===== src/rtl/bsfd_pkg.sv =====
// Shared types and constants for the batch slot fill/drain buffer.
// No dependencies; imported by the top level.
package bsfd_pkg;

    localparam int SLOT_COUNT_DEF = 64;
    localparam int TYPE_LIMIT_DEF = 28;

    localparam int TYPE_W   = 5;
    localparam int OFFSET_W = 58;
    localparam int COUNT_W  = 32;
    localparam int FACTOR_W = 8;
    localparam int ENTRY_W  = TYPE_W + OFFSET_W;
    localparam int PROD_W   = COUNT_W + FACTOR_W;

    localparam int CFG_IDX_W = 2;

    localparam logic [FACTOR_W-1:0] ACT_FACTOR_RST   = 8'd10;
    localparam logic [FACTOR_W-1:0] DEACT_FACTOR_RST = 8'd2;

    typedef enum logic [CFG_IDX_W-1:0] {
        CFG_ENABLE       = 2'd0,
        CFG_ACT_FACTOR   = 2'd1,
        CFG_DEACT_FACTOR = 2'd2
    } cfg_idx_t;

    typedef enum logic [1:0] {
        CMD_ADD   = 2'd0,
        CMD_GET   = 2'd1,
        CMD_CHECK = 2'd2,
        CMD_CLEAR = 2'd3
    } cmd_t;

    typedef enum logic [2:0] {
        ST_ADDED    = 3'd0,
        ST_FULL     = 3'd1,
        ST_REJECTED = 3'd2,
        ST_GIVEN    = 3'd3,
        ST_NOTHING  = 3'd4,
        ST_CHECKED  = 3'd5,
        ST_CLEARED  = 3'd6
    } status_t;

endpackage


===== src/rtl/bsfd_ram.sv =====
// Generic single-write, single-read synchronous RAM with registered read data.
// No package dependencies.
module bsfd_ram #(
    parameter int WIDTH = 8,
    parameter int DEPTH = 64
) (
    input  logic                     clk,
    input  logic                     we,
    input  logic [$clog2(DEPTH)-1:0] waddr,
    input  logic [WIDTH-1:0]         wdata,
    input  logic                     re,
    input  logic [$clog2(DEPTH)-1:0] raddr,
    output logic [WIDTH-1:0]         rdata
);

    logic [WIDTH-1:0] mem [DEPTH];
    logic [WIDTH-1:0] rdata_reg;

    always_ff @(posedge clk)
    begin
        if (we)
        begin
            mem[waddr] <= wdata;
        end
        if (re)
        begin
            rdata_reg <= mem[raddr];
        end
    end

    assign rdata = rdata_reg;

endmodule


===== src/rtl/batch_slot_fill_drain_buffer_top.sv =====
// Top level of the batch slot fill/drain buffer.
// Depends on bsfd_pkg and instantiates bsfd_ram for the slot store.

// Batch slot buffer with hysteresis gating. Each command on the slave stream
// (tuser = command) produces exactly one result on the master stream
// (tuser = status, tlast = finished). Adds fill a SLOT_COUNT-deep store; the
// add that fills the last slot starts drain mode, and gets then return the
// entries in order, the last one with tlast set, after which the store is
// empty again. Adds and gets are gated by the enable register and by the
// active flag, which the check command sets when left*activate_factor <
// total and clears when left*deactivate_factor > total (clearing wins).
// Clear empties the store and leaves drain mode regardless of enable.
// Add, check, clear and every rejected or empty get load the output register
// on acceptance; a get that returns an entry first reads the slot RAM, whose
// read data is registered, and loads its result in S_READ. One command is in
// flight at a time; a finished result sits in the output register so the next
// command can be accepted in the same cycle the result is transferred. There is
// no clearing pass after reset: the store is only read in drain mode, after
// every slot was written. Configuration writes are taken at any time but must
// only be issued while no command is in flight.
module batch_slot_fill_drain_buffer_top #(
    parameter int SLOT_COUNT = bsfd_pkg::SLOT_COUNT_DEF,
    parameter int TYPE_LIMIT = bsfd_pkg::TYPE_LIMIT_DEF
) (
    input  logic                              clk,
    input  logic                              rst_n,
    // command stream
    input  logic                              s_tvalid,
    output logic                              s_tready,
    // [4:0] entry_type, [62:5] entry_offset, [94:63] left_count,
    // [126:95] total_count, [127] zero
    input  logic [127:0]                      s_tdata,
    // [1:0] cmd
    input  logic [1:0]                        s_tuser,
    // result stream
    output logic                              m_tvalid,
    input  logic                              m_tready,
    // [4:0] out_type, [62:5] out_offset, [63] active_now
    output logic [63:0]                       m_tdata,
    // [2:0] status
    output logic [2:0]                        m_tuser,
    // finished
    output logic                              m_tlast,
    // configuration write port
    input  logic                              cfg_we,
    input  logic [bsfd_pkg::CFG_IDX_W-1:0]    cfg_index,
    input  logic [bsfd_pkg::FACTOR_W-1:0]     cfg_data
);

    import bsfd_pkg::*;

    localparam int AW = $clog2(SLOT_COUNT);
    localparam int FW = $clog2(SLOT_COUNT + 1);

    typedef enum logic {
        S_IDLE,
        S_READ
    } state_t;

    // input field unpacking
    logic [TYPE_W-1:0]   in_type;
    logic [OFFSET_W-1:0] in_offset;
    logic [COUNT_W-1:0]  in_left;
    logic [COUNT_W-1:0]  in_total;
    cmd_t                in_cmd;

    assign in_type   = s_tdata[4:0];
    assign in_offset = s_tdata[62:5];
    assign in_left   = s_tdata[94:63];
    assign in_total  = s_tdata[126:95];
    assign in_cmd    = cmd_t'(s_tuser);

    // control state
    state_t               state_reg, state_next;
    logic [FW-1:0]        fill_reg, fill_next;
    logic [AW-1:0]        rpos_reg, rpos_next;
    logic                 drain_reg, drain_next;
    logic                 active_reg, active_next;
    logic                 last_reg, last_next;

    // configuration
    logic                 enable_reg;
    logic [FACTOR_W-1:0]  act_factor_reg;
    logic [FACTOR_W-1:0]  deact_factor_reg;

    // output register
    logic                 m_valid_reg, m_valid_next;
    status_t              m_status_reg, m_status_next;
    logic [TYPE_W-1:0]    m_type_reg, m_type_next;
    logic [OFFSET_W-1:0]  m_offset_reg, m_offset_next;
    logic                 m_fin_reg, m_fin_next;
    logic                 m_active_reg, m_active_next;

    // slot RAM
    logic                 ram_we;
    logic                 ram_re;
    logic [ENTRY_W-1:0]   ram_rdata;

    logic                 accept;
    logic                 gate_ok;
    logic                 load;
    logic [FW-1:0]        fill_inc;
    logic [PROD_W-1:0]    act_prod;
    logic [PROD_W-1:0]    deact_prod;
    logic [PROD_W-1:0]    total_ext;

    assign s_tready = (state_reg == S_IDLE) && (!m_valid_reg || m_tready);
    assign accept   = s_tvalid && s_tready;
    assign gate_ok  = enable_reg && active_reg;
    assign fill_inc = fill_reg + FW'(1);

    // hysteresis products: two independent narrow multiplies
    assign act_prod   = PROD_W'(in_left) * PROD_W'(act_factor_reg);
    assign deact_prod = PROD_W'(in_left) * PROD_W'(deact_factor_reg);
    assign total_ext  = PROD_W'(in_total);

    bsfd_ram #(
        .WIDTH (ENTRY_W),
        .DEPTH (SLOT_COUNT)
    ) u_slot_ram (
        .clk   (clk),
        .we    (ram_we),
        .waddr (fill_reg[AW-1:0]),
        .wdata ({in_type, in_offset}),
        .re    (ram_re),
        .raddr (rpos_reg),
        .rdata (ram_rdata)
    );

    always_comb
    begin
        state_next    = state_reg;
        fill_next     = fill_reg;
        rpos_next     = rpos_reg;
        drain_next    = drain_reg;
        active_next   = active_reg;
        last_next     = last_reg;
        m_valid_next  = m_valid_reg;
        m_status_next = m_status_reg;
        m_type_next   = m_type_reg;
        m_offset_next = m_offset_reg;
        m_fin_next    = m_fin_reg;
        m_active_next = m_active_reg;
        ram_we        = 1'b0;
        ram_re        = 1'b0;
        load          = 1'b0;

        // drop the result once it is transferred
        if (m_valid_reg && m_tready)
        begin
            m_valid_next = 1'b0;
        end

        unique case (state_reg)
            S_IDLE:
            begin
                if (accept)
                begin
                    load          = 1'b1;
                    m_type_next   = TYPE_W'(TYPE_LIMIT);
                    m_offset_next = '0;
                    m_fin_next    = 1'b0;
                    unique case (in_cmd)
                        CMD_ADD:
                        begin
                            if (!gate_ok || drain_reg || (in_type >= TYPE_W'(TYPE_LIMIT)))
                            begin
                                m_status_next = ST_REJECTED;
                            end
                            else
                            begin
                                ram_we    = 1'b1;
                                fill_next = fill_inc;
                                if (fill_inc == FW'(SLOT_COUNT))
                                begin
                                    rpos_next     = '0;
                                    drain_next    = 1'b1;
                                    m_status_next = ST_FULL;
                                end
                                else
                                begin
                                    m_status_next = ST_ADDED;
                                end
                            end
                        end
                        CMD_GET:
                        begin
                            if (!drain_reg || !gate_ok)
                            begin
                                m_status_next = ST_NOTHING;
                                m_fin_next    = 1'b1;
                            end
                            else
                            begin
                                // issue the read, finish the result next cycle
                                load       = 1'b0;
                                ram_re     = 1'b1;
                                state_next = S_READ;
                                // in drain mode the store is always full
                                if (rpos_reg == AW'(SLOT_COUNT - 1))
                                begin
                                    rpos_next  = '0;
                                    fill_next  = '0;
                                    drain_next = 1'b0;
                                    last_next  = 1'b1;
                                end
                                else
                                begin
                                    rpos_next = rpos_reg + AW'(1);
                                    last_next = 1'b0;
                                end
                            end
                        end
                        CMD_CHECK:
                        begin
                            if (enable_reg)
                            begin
                                if (act_prod < total_ext)
                                begin
                                    active_next = 1'b1;
                                end
                                if (deact_prod > total_ext)
                                begin
                                    active_next = 1'b0;
                                end
                            end
                            m_status_next = ST_CHECKED;
                        end
                        CMD_CLEAR:
                        begin
                            fill_next     = '0;
                            drain_next    = 1'b0;
                            m_status_next = ST_CLEARED;
                        end
                        default:
                        begin
                            m_status_next = ST_CLEARED;
                        end
                    endcase
                end
            end
            S_READ:
            begin
                load          = 1'b1;
                m_status_next = ST_GIVEN;
                m_type_next   = ram_rdata[ENTRY_W-1 -: TYPE_W];
                m_offset_next = ram_rdata[OFFSET_W-1:0];
                m_fin_next    = last_reg;
                state_next    = S_IDLE;
            end
            default:
            begin
                state_next = S_IDLE;
            end
        endcase

        if (load)
        begin
            m_valid_next  = 1'b1;
            m_active_next = active_next;
        end
    end

    always_ff @(posedge clk or negedge rst_n)
    begin
        if (!rst_n)
        begin
            state_reg        <= S_IDLE;
            fill_reg         <= '0;
            rpos_reg         <= '0;
            drain_reg        <= 1'b0;
            active_reg       <= 1'b0;
            last_reg         <= 1'b0;
            m_valid_reg      <= 1'b0;
            m_status_reg     <= ST_ADDED;
            m_type_reg       <= '0;
            m_offset_reg     <= '0;
            m_fin_reg        <= 1'b0;
            m_active_reg     <= 1'b0;
            enable_reg       <= 1'b0;
            act_factor_reg   <= ACT_FACTOR_RST;
            deact_factor_reg <= DEACT_FACTOR_RST;
        end
        else
        begin
            state_reg    <= state_next;
            fill_reg     <= fill_next;
            rpos_reg     <= rpos_next;
            drain_reg    <= drain_next;
            active_reg   <= active_next;
            last_reg     <= last_next;
            m_valid_reg  <= m_valid_next;
            m_status_reg <= m_status_next;
            m_type_reg   <= m_type_next;
            m_offset_reg <= m_offset_next;
            m_fin_reg    <= m_fin_next;
            m_active_reg <= m_active_next;
            if (cfg_we)
            begin
                unique case (cfg_index)
                    CFG_ENABLE:       enable_reg       <= cfg_data[0];
                    CFG_ACT_FACTOR:   act_factor_reg   <= cfg_data;
                    CFG_DEACT_FACTOR: deact_factor_reg <= cfg_data;
                    default:          ;
                endcase
            end
        end
    end

    assign m_tvalid = m_valid_reg;
    assign m_tuser  = m_status_reg;
    assign m_tlast  = m_fin_reg;
    assign m_tdata  = {m_active_reg, m_offset_reg, m_type_reg};

    // drain mode only ever runs on a full store
    a_drain_full: assert property (@(posedge clk) disable iff (!rst_n)
        drain_reg |-> (fill_reg == FW'(SLOT_COUNT)))
        else $error("drain mode with a partly filled store");

    // the read wait never overlaps a pending result
    a_read_slot_free: assert property (@(posedge clk) disable iff (!rst_n)
        (state_reg == S_READ) |-> !m_valid_reg)
        else $error("result register busy during store read");

    // the final get has already left drain mode when its data returns
    a_last_ends_drain: assert property (@(posedge clk) disable iff (!rst_n)
        ((state_reg == S_READ) && last_reg) |-> (!drain_reg && (rpos_reg == '0)))
        else $error("last entry given without ending drain");

    // a given entry always comes straight from a store read
    a_given_valid_type: assert property (@(posedge clk) disable iff (!rst_n)
        $rose(m_valid_reg) && (m_status_reg == ST_GIVEN) |-> $past(state_reg == S_READ))
        else $error("entry given without a store read");

endmodule

===== config.mk =====
export PLATFORM = sky130hd
export DESIGN_NAME = batch_slot_fill_drain_buffer_top
export DESIGN_NICKNAME = d
export VERILOG_FILES = /design/src/rtl/bsfd_pkg.sv /design/src/rtl/bsfd_ram.sv /design/src/rtl/batch_slot_fill_drain_buffer_top.sv
export SDC_FILE = /design/constraint.sdc
export NUM_CORES = 2
export LEC_CHECK = 0
export BUFFER_PORTS_ARGS = -buffer_cell sky130_fd_sc_hd__buf_4
export CAP_MARGIN = 30
export CORE_MARGIN = 2
export CORE_UTILIZATION = 50
export DETAILED_ROUTE_END_ITERATION = 6
export GPL_TIMING_DRIVEN = 0
export HOLD_SLACK_MARGIN = 0.03
export PLACE_DENSITY = 0.69
export SYNTH_ARGS = -nofsm -noshare
export SYNTH_HDL_FRONTEND = slang
export SYNTH_SLANG_ARGS = --single-unit

===== constraint.sdc =====
create_clock -name clk -period 6.9 [get_ports clk]
set_clock_uncertainty 0.1 [all_clocks]
set_input_delay 1.035 -clock clk [delete_from_list [all_inputs] [get_ports clk]]
set_output_delay 1.035 -clock clk [all_outputs]
set_load 0.02 [all_outputs]

* After elaboration in Yosys (flattened, before gate mapping)
Memories as Yosys holds them, arrays and structs flattened. A register that Yosys moved wholly into a read port is not among the register bits.
Cells that the tools add are included.
** Operators by class
- $add $sub $neg :: 2
- Multipliers :: 2
- Magnitude comparators :: 3
- Eq/ne operators :: 13
- Muxes and demuxes :: 51
- Bitwise gates (word level) :: 2
- Reduce and logical (&&, ||, !) cells :: 24
** Operators with widths (number)
- one-hot mux 58 bit (2 select lines) :: 1
- multiplier 32 x 8 -> 40 bit :: 2
- 2-to-1 mux 58 bit :: 1
- greater-than comparator 40 x 32 -> 1 bit :: 1
- less-than comparator 40 x 32 -> 1 bit :: 1
- 2-to-1 mux 1 bit :: 29
- 2-to-1 mux 6 bit :: 4
- 2-to-1 mux 7 bit :: 3
- one-hot mux 7 bit (3 select lines) :: 1
- one-hot mux 3 bit (4 select lines) :: 1
- one-hot mux 6 bit (2 select lines) :: 1
- AND reduction 6 bit :: 2
- != test 2 bit (second input constant) :: 5
- one-hot mux 5 bit (2 select lines) :: 1
- AND reduction 2 bit :: 4
- adder 7 x 1 -> 7 bit (second input constant) :: 1
- == test 7 bit (second input constant) :: 1
- AND reduction 7 bit :: 1
- adder 6 x 1 -> 6 bit (second input constant) :: 1
- == test 2 bit (second input constant) :: 3
- == test 6 bit (second input constant) :: 1
- 2-to-1 mux 3 bit :: 2
- one-hot mux 1 bit (2 select lines) :: 3
- one-hot mux 3 bit (2 select lines) :: 1
- other kinds (14) :: 26
** Word-level totals
- Bits in registers :: 103
- Bits in writable memories :: 4032
- Output and inout bits :: 70
- Logic and storage cells :: 113
- Memories kept :: 1
** Memories
- u_slot_ram.mem :: words 64, width 63, rd ports 1, clocked after Yosys merged registers in 1, write ports 1, RTL line bsfd_ram.sv:16 : logic [WIDTH-1:0] mem [DEPTH];

* Longest topological paths before layout
- Word-level depth :: 10
- Depth in mapped cells :: 32
- Gate-level depth less buffers :: 31

* Hierarchy
Synthesis repeated with hierarchy kept, for this count alone.
** Second synthesis, totals
- Cells, all modules :: 9142
- Area total of the unflattened synthesis :: 176046.3 µm²
** Modules (own cells, without submodules)
- bsfd_ram :: instances 1, cells an instance 6555, area an instance 153911.4 µm², sequential area each 122967.9 µm²
- batch_slot_fill_drain_buffer_top :: instances 1, cells an instance 2587, area an instance 22135.0 µm², sequential area each 2581.2 µm²

* Least setup slack after synthesis
OpenSTA, ideal clock, no wires.
- Path kind :: input to register
- Start :: in s_tdata[68]
- End :: reg m_active_reg
- Data arrival time :: 7.515 ns
- Required time :: 6.672 ns
- Setup slack :: -0.843 ns
- Stages on the path :: 31
- Path buffers :: 1
- Cells stage by stage :: clkbuf_1 > nand2_1 > fa_1 > fa_1 > inv_1 > fa_1 > inv_1 > fa_1 > inv_1 > ha_1 > a21o_1 > a221oi_2 > nor3_1 > or4b_4 > and2_1 > a21o_1 > a21o_1 > a21oi_1 > o21bai_1 > xor2_1 > ha_1 > nand4_1 > nor2_1 > nand2_1 > or4_1 > o2111ai_1 > nor4bb_1 > nand4_1 > a2111oi_2 > a31oi_1 > o31ai_1
** On the way
- Cells in the longest elaborated chain, start to end :: 8
- Elaborated cells between the ends (all ways) :: 10
- Classes of those cells :: mul (2); order compare (2); mux (6)
** RTL lines
- start: declaration :: RTL line batch_slot_fill_drain_buffer_top.sv:32 : input logic [127:0] s_tdata,
- multiplier 32 x 8 -> 40 bit :: RTL line batch_slot_fill_drain_buffer_top.sv:113 : assign act_prod = PROD_W'(in_left) * PROD_W'(act_factor_reg);
- less-than comparator 40 x 32 -> 1 bit :: RTL line batch_slot_fill_drain_buffer_top.sv:218 : if (act_prod < total_ext)
- 2-to-1 mux 1 bit :: RTL line batch_slot_fill_drain_buffer_top.sv:218
- 2-to-1 mux 1 bit (*) :: RTL line batch_slot_fill_drain_buffer_top.sv:222 : if (deact_prod > total_ext)
- 2-to-1 mux 1 bit (*) :: RTL line batch_slot_fill_drain_buffer_top.sv:216 : if (enable_reg)
- 2-to-1 mux 1 bit (*) :: RTL line batch_slot_fill_drain_buffer_top.sv:163 : unique case (in_cmd)
- 2-to-1 mux 1 bit (*) :: RTL line batch_slot_fill_drain_buffer_top.sv:157 : if (accept)
- 2-to-1 mux 1 bit (*) :: RTL line batch_slot_fill_drain_buffer_top.sv:154 : unique case (state_reg)
- end signal: assignment :: RTL line batch_slot_fill_drain_buffer_top.sv:297 : m_active_reg <= m_active_next;
- end: declaration :: RTL line batch_slot_fill_drain_buffer_top.sv:92 : logic m_active_reg, m_active_next;
Mark *: on every way between the ends. The rest lies on a longest branch, timed or not.
A chain may end at the register's enable or synchronous reset.

* Final worst setup path
- Start :: reg act_factor_reg[3]
- End :: reg m_active_reg
** On the way
- Cells in the longest elaborated chain, start to end :: 8
** RTL lines
- start: declaration :: RTL line batch_slot_fill_drain_buffer_top.sv:83 : logic [FACTOR_W-1:0] act_factor_reg;
- start signal: assignment :: RTL line batch_slot_fill_drain_buffer_top.sv:302 : CFG_ACT_FACTOR: act_factor_reg <= cfg_data;
- multiplier 32 x 8 -> 40 bit :: RTL line batch_slot_fill_drain_buffer_top.sv:113
- less-than comparator 40 x 32 -> 1 bit :: RTL line batch_slot_fill_drain_buffer_top.sv:218
- 2-to-1 mux 1 bit :: RTL line batch_slot_fill_drain_buffer_top.sv:218
- 2-to-1 mux 1 bit :: RTL line batch_slot_fill_drain_buffer_top.sv:222
- 2-to-1 mux 1 bit :: RTL line batch_slot_fill_drain_buffer_top.sv:216
- 2-to-1 mux 1 bit :: RTL line batch_slot_fill_drain_buffer_top.sv:163
- 2-to-1 mux 1 bit :: RTL line batch_slot_fill_drain_buffer_top.sv:157
- 2-to-1 mux 1 bit :: RTL line batch_slot_fill_drain_buffer_top.sv:154
Every way passes these cells.

==> summary.md <==
| Metric | Value |
|---|---|
| Status | finished with violations |
| Failing checks | setup timing |
| Via count | 90200 |
| Nets | 10100 |
| Gate power share | 0.321 |
| Reg-to-Reg End | m_active_reg |
| Most used cells in the layout excluding fill and tap cells | edfxtp_1, mux4_2, clkbuf_16 |
| Ys Warns | 0 |
| Max-Cap Viols | 0 |
| Critical path origin | act_factor_reg[3] |
| Maximum number of pins on one net before global-route repair | between 60 and 70 |
| Mux share of post-synthesis cell area | 0.170 |
| Yosys top cell area share | 0.697 |
| Crit Path Class | reg2reg |
| H-tree depth | 5 |
| CP arrival | between 8000 and 9000 ps |
| CTS tree | done |
| Crit end category | flop |
| Clock root cell | clkbuf_16 |
| Asr flop ratio synth | 0.0245 |
| Netlist cell types | between 70 and 80 |
| Crit path top cell by count | fa_1 |
| WL/cell | roughly 34 µm |
| Die ar. | around 360000 µm² |
| Crit path max fanout | 6 |
| Final Hold Viols | 0 |
| Worst Reg-to-Reg Cells | 30 |
| DRC Markers | 0 |
| Crit start category | flop |
| Synthesized area | 176000 µm² |
| Syn Area/Cell | around 21 µm² |
| Worst-Margin Slew | roughly 1100 ps |
| VDD IR-drop max | between 0.0007 and 0.0008 V |
| Non-filler cells in the finished layout | between 10000 and 15000 |
| Synth Net Count | roughly 9100 |
| Cell taking the most area after synthesis | edfxtp_1 |
| Register bit total from synthesis | about 4200 |
| Cell Pwr Density | between 300 and 400 nW/µm² |
| Final setup TNS | -1560 ps |
| DP HPWL | 343000 µm |
| Commonest non-fill, non-tap cell in the layout | edfxtp_1 |
| Post-Synth XOR/XNOR Area | 0.00308 |
| Tmin final | between 7000 and 8000 ps |
| Cell leakage power | between 60 and 70 nW |
| Io pins | 215 |
| Drt initial violations | between 10000 and 15000 |
| Final Cycle Share | 1.12 |
| Slowest cell delay on critical path | 650 ps |
| # clock sinks | approximately 4200 |
| Largest register FFs | slightly above 4000 |
| Die Width | 598 µm |
| Post-Synth Adder-Cell Area | 0.0541 |
| CP Depth | 30 |
| Final slew viol count | 0 |
| Final setup vio count | 2 |
| Gate Count Post-Synth | around 8400 |
| Global route overflow | 0 |
| Final ANT Viol Nets | 0 |
| Crit path max-delay family | adder cells |
| Top cells by area, synth | edfxtp_1, mux4_2, fa_1, dfrtp_1, and2_1 |
| GP Congestion | 0.892 |
| Seq pwr share | 0.381 |
| Max clock buf depth | 4 |
| Critical Path End | m_active_reg |
| Pre-CTS setup slack | -2480 ps |
| Worst-Skew Late Latency | 950 ps |
| Setup ws final | -832 ps |
| Critical-path top delay cell | dfstp_2 |
| RSZ-0062 raised after global routing | true |
| Internal power | 50.5 mW |
| Worst R2R Start | act_factor_reg[3] |
| DR vias/cell | around 6.3 |
| Number of global-route vias before repair | about 92000 |
| Ys flop type | edfxtp_1 |
| Syn-to-layout area delta | 16.3% |
| Initial antenna violation count | 34 |
| Global-route usage over all layers | 0.271 |
| Simple-gate area share of the yosys netlist | 0.0297 |
| F_max | around 0.13 GHz |
| WL final | 485000 µm |
| First-pass GRT wire length | approximately 700000 µm |
| Seq/Total Area, Yosys | 0.712 |
| Min-delay src | cfg_data[0] |
| Starting density of the core | 0.501 |
| Worst-path clk slew | about 70 ps |
| Placed Instances | around 14000 |
| Clock network fraction of total power | 0.298 |
| Die Y | between 500 and 600 µm |
| Number of I/O port buffers | approximately 210 |
| Main combinational cell family by area after synthesis | multiplexers |
| Layout cells sized above 1 | 0.284 |
| Rel. slew slack | 0.257 |
| Synth Area in Compound Gates | 0.0135 |
| Core area | about 350000 µm² |
| Reg2Reg Setup Slack | -830 ps |
| Switching power | roughly 23 mW |
| CP required | 7650 ps |
| Number of cell rows | 218 |
| Fill cell count | 24900 |
| CTS buffer count | around 400 |
| WP buf/inv | 4 |
| Min-delay worst type | in2reg |
| DRT Pass-1 Iters | 6 |
| Post-synth EDFFs | about 4100 |
| Sw frac | 0.315 |
-- synthesized netlist by cell type, drive strengths merged, types with 18 or more instances --
master     n
nand4     29
clkbuf   332
a21o      35
o21ai    144
a21oi    102
nor3      18
fa       360
mux4    1323
buf       98
and2     383
nor2     143
inv      388
nand3     28
ha       186
dfrtp    100
xor2      22
edfxtp  4095
xnor2     40
nand2    344
mux2      18
-- cells by family (layout without fill, tap and decap cells) --
family                   count (synthesis)  count (layout)
buffers and inverters                  818            2165
XOR/XNOR                                62              62
AO/OA/AOI/OAI                          390             390
adder cells (fa/ha/maj)                546             546
multiplexers                          1348            1348
flip-flops                            4198            4198
AND/OR/NAND/NOR                       1029            1029
other                                    0              39
-- repair_timing --
action,CTS,global route
resized for setup,116,68
pin swaps,28,39
setup buffers,16,24
hold buffers,1,0
gates cloned,1,0
endpoints found under the hold margin,46,0
setup endpoints to repair,2,2
-- worst reg2reg max path: cells and delay by family (launching register included) --
kind,cells,cell delay [ps]
flops,1,650
simple gates,8,1580
buf+inv,4,330
xor+xnor,1,270
fa+ha+maj,6,2530
compound gates,11,2160
-- per-stage QoR --
step	total power [mW]	hold slack (ps)	instance area, µm²	utilization
3_3_place_gp	49.9	347	184000	0.523
4_1_cts	73.0	192	204000	0.581
5_1_grt	77.2	236	205000	0.583
2_1_floorplan	44.1	330	177000	-
3_5_place_dp	50.5	351	191000	0.542
6_report	73.7	247	205000	0.583
-- how the worst min path moves through the flow --
stage / to / slack (ps) / cells past startpoint
4_1_cts: act_factor_reg[0] / 190 / 2
3_5_place_dp: m_offset_reg[57] / 350 / 2
6_report: act_factor_reg[0] / 250 / 2
5_1_grt: act_factor_reg[0] / 240 / 2
3_3_place_gp: m_offset_reg[14] / 350 / 2
2_1_floorplan: m_offset_reg[0] / 330 / 2
-- per-layer routing --
layer	track usage	wire (µm)	vias to the layer above
li1	-	-	36000
met1	0.342	173000	48200
met2	0.453	243000	5030
met3	0.0607	46000	940
met4	0.119	23000	16
met5	0	92	-
-- final cells by class --
type	instances	area [µm²]	area share
antenna	39	97.6	0.000476
tap	4620	5780	0.0282
sequential	4198	126000	0.612
clock buffer	529	11000	0.0535
timing repair buffer	605	8530	0.0416
multi-input combinational	3375	48700	0.237
buffer	427	1920	0.00937
clock inverter	216	2130	0.0104
inverter	388	1460	0.00711
-- power by group through the flow --
stage | Sequential, mW | Combinational, mW | Clock (mW)
after detailed placement | 28.6 | 21.9 | 0
after global placement | 28.6 | 21.2 | 0
after floorplan | 28.6 | 15.5 | 0
after CTS | 28.1 | 22.8 | 22.2
final | 28.1 | 23.6 | 22.0
after global routing | 28.1 | 26.0 | 23.1
Note: power is estimated with default switching activity, not from simulation.
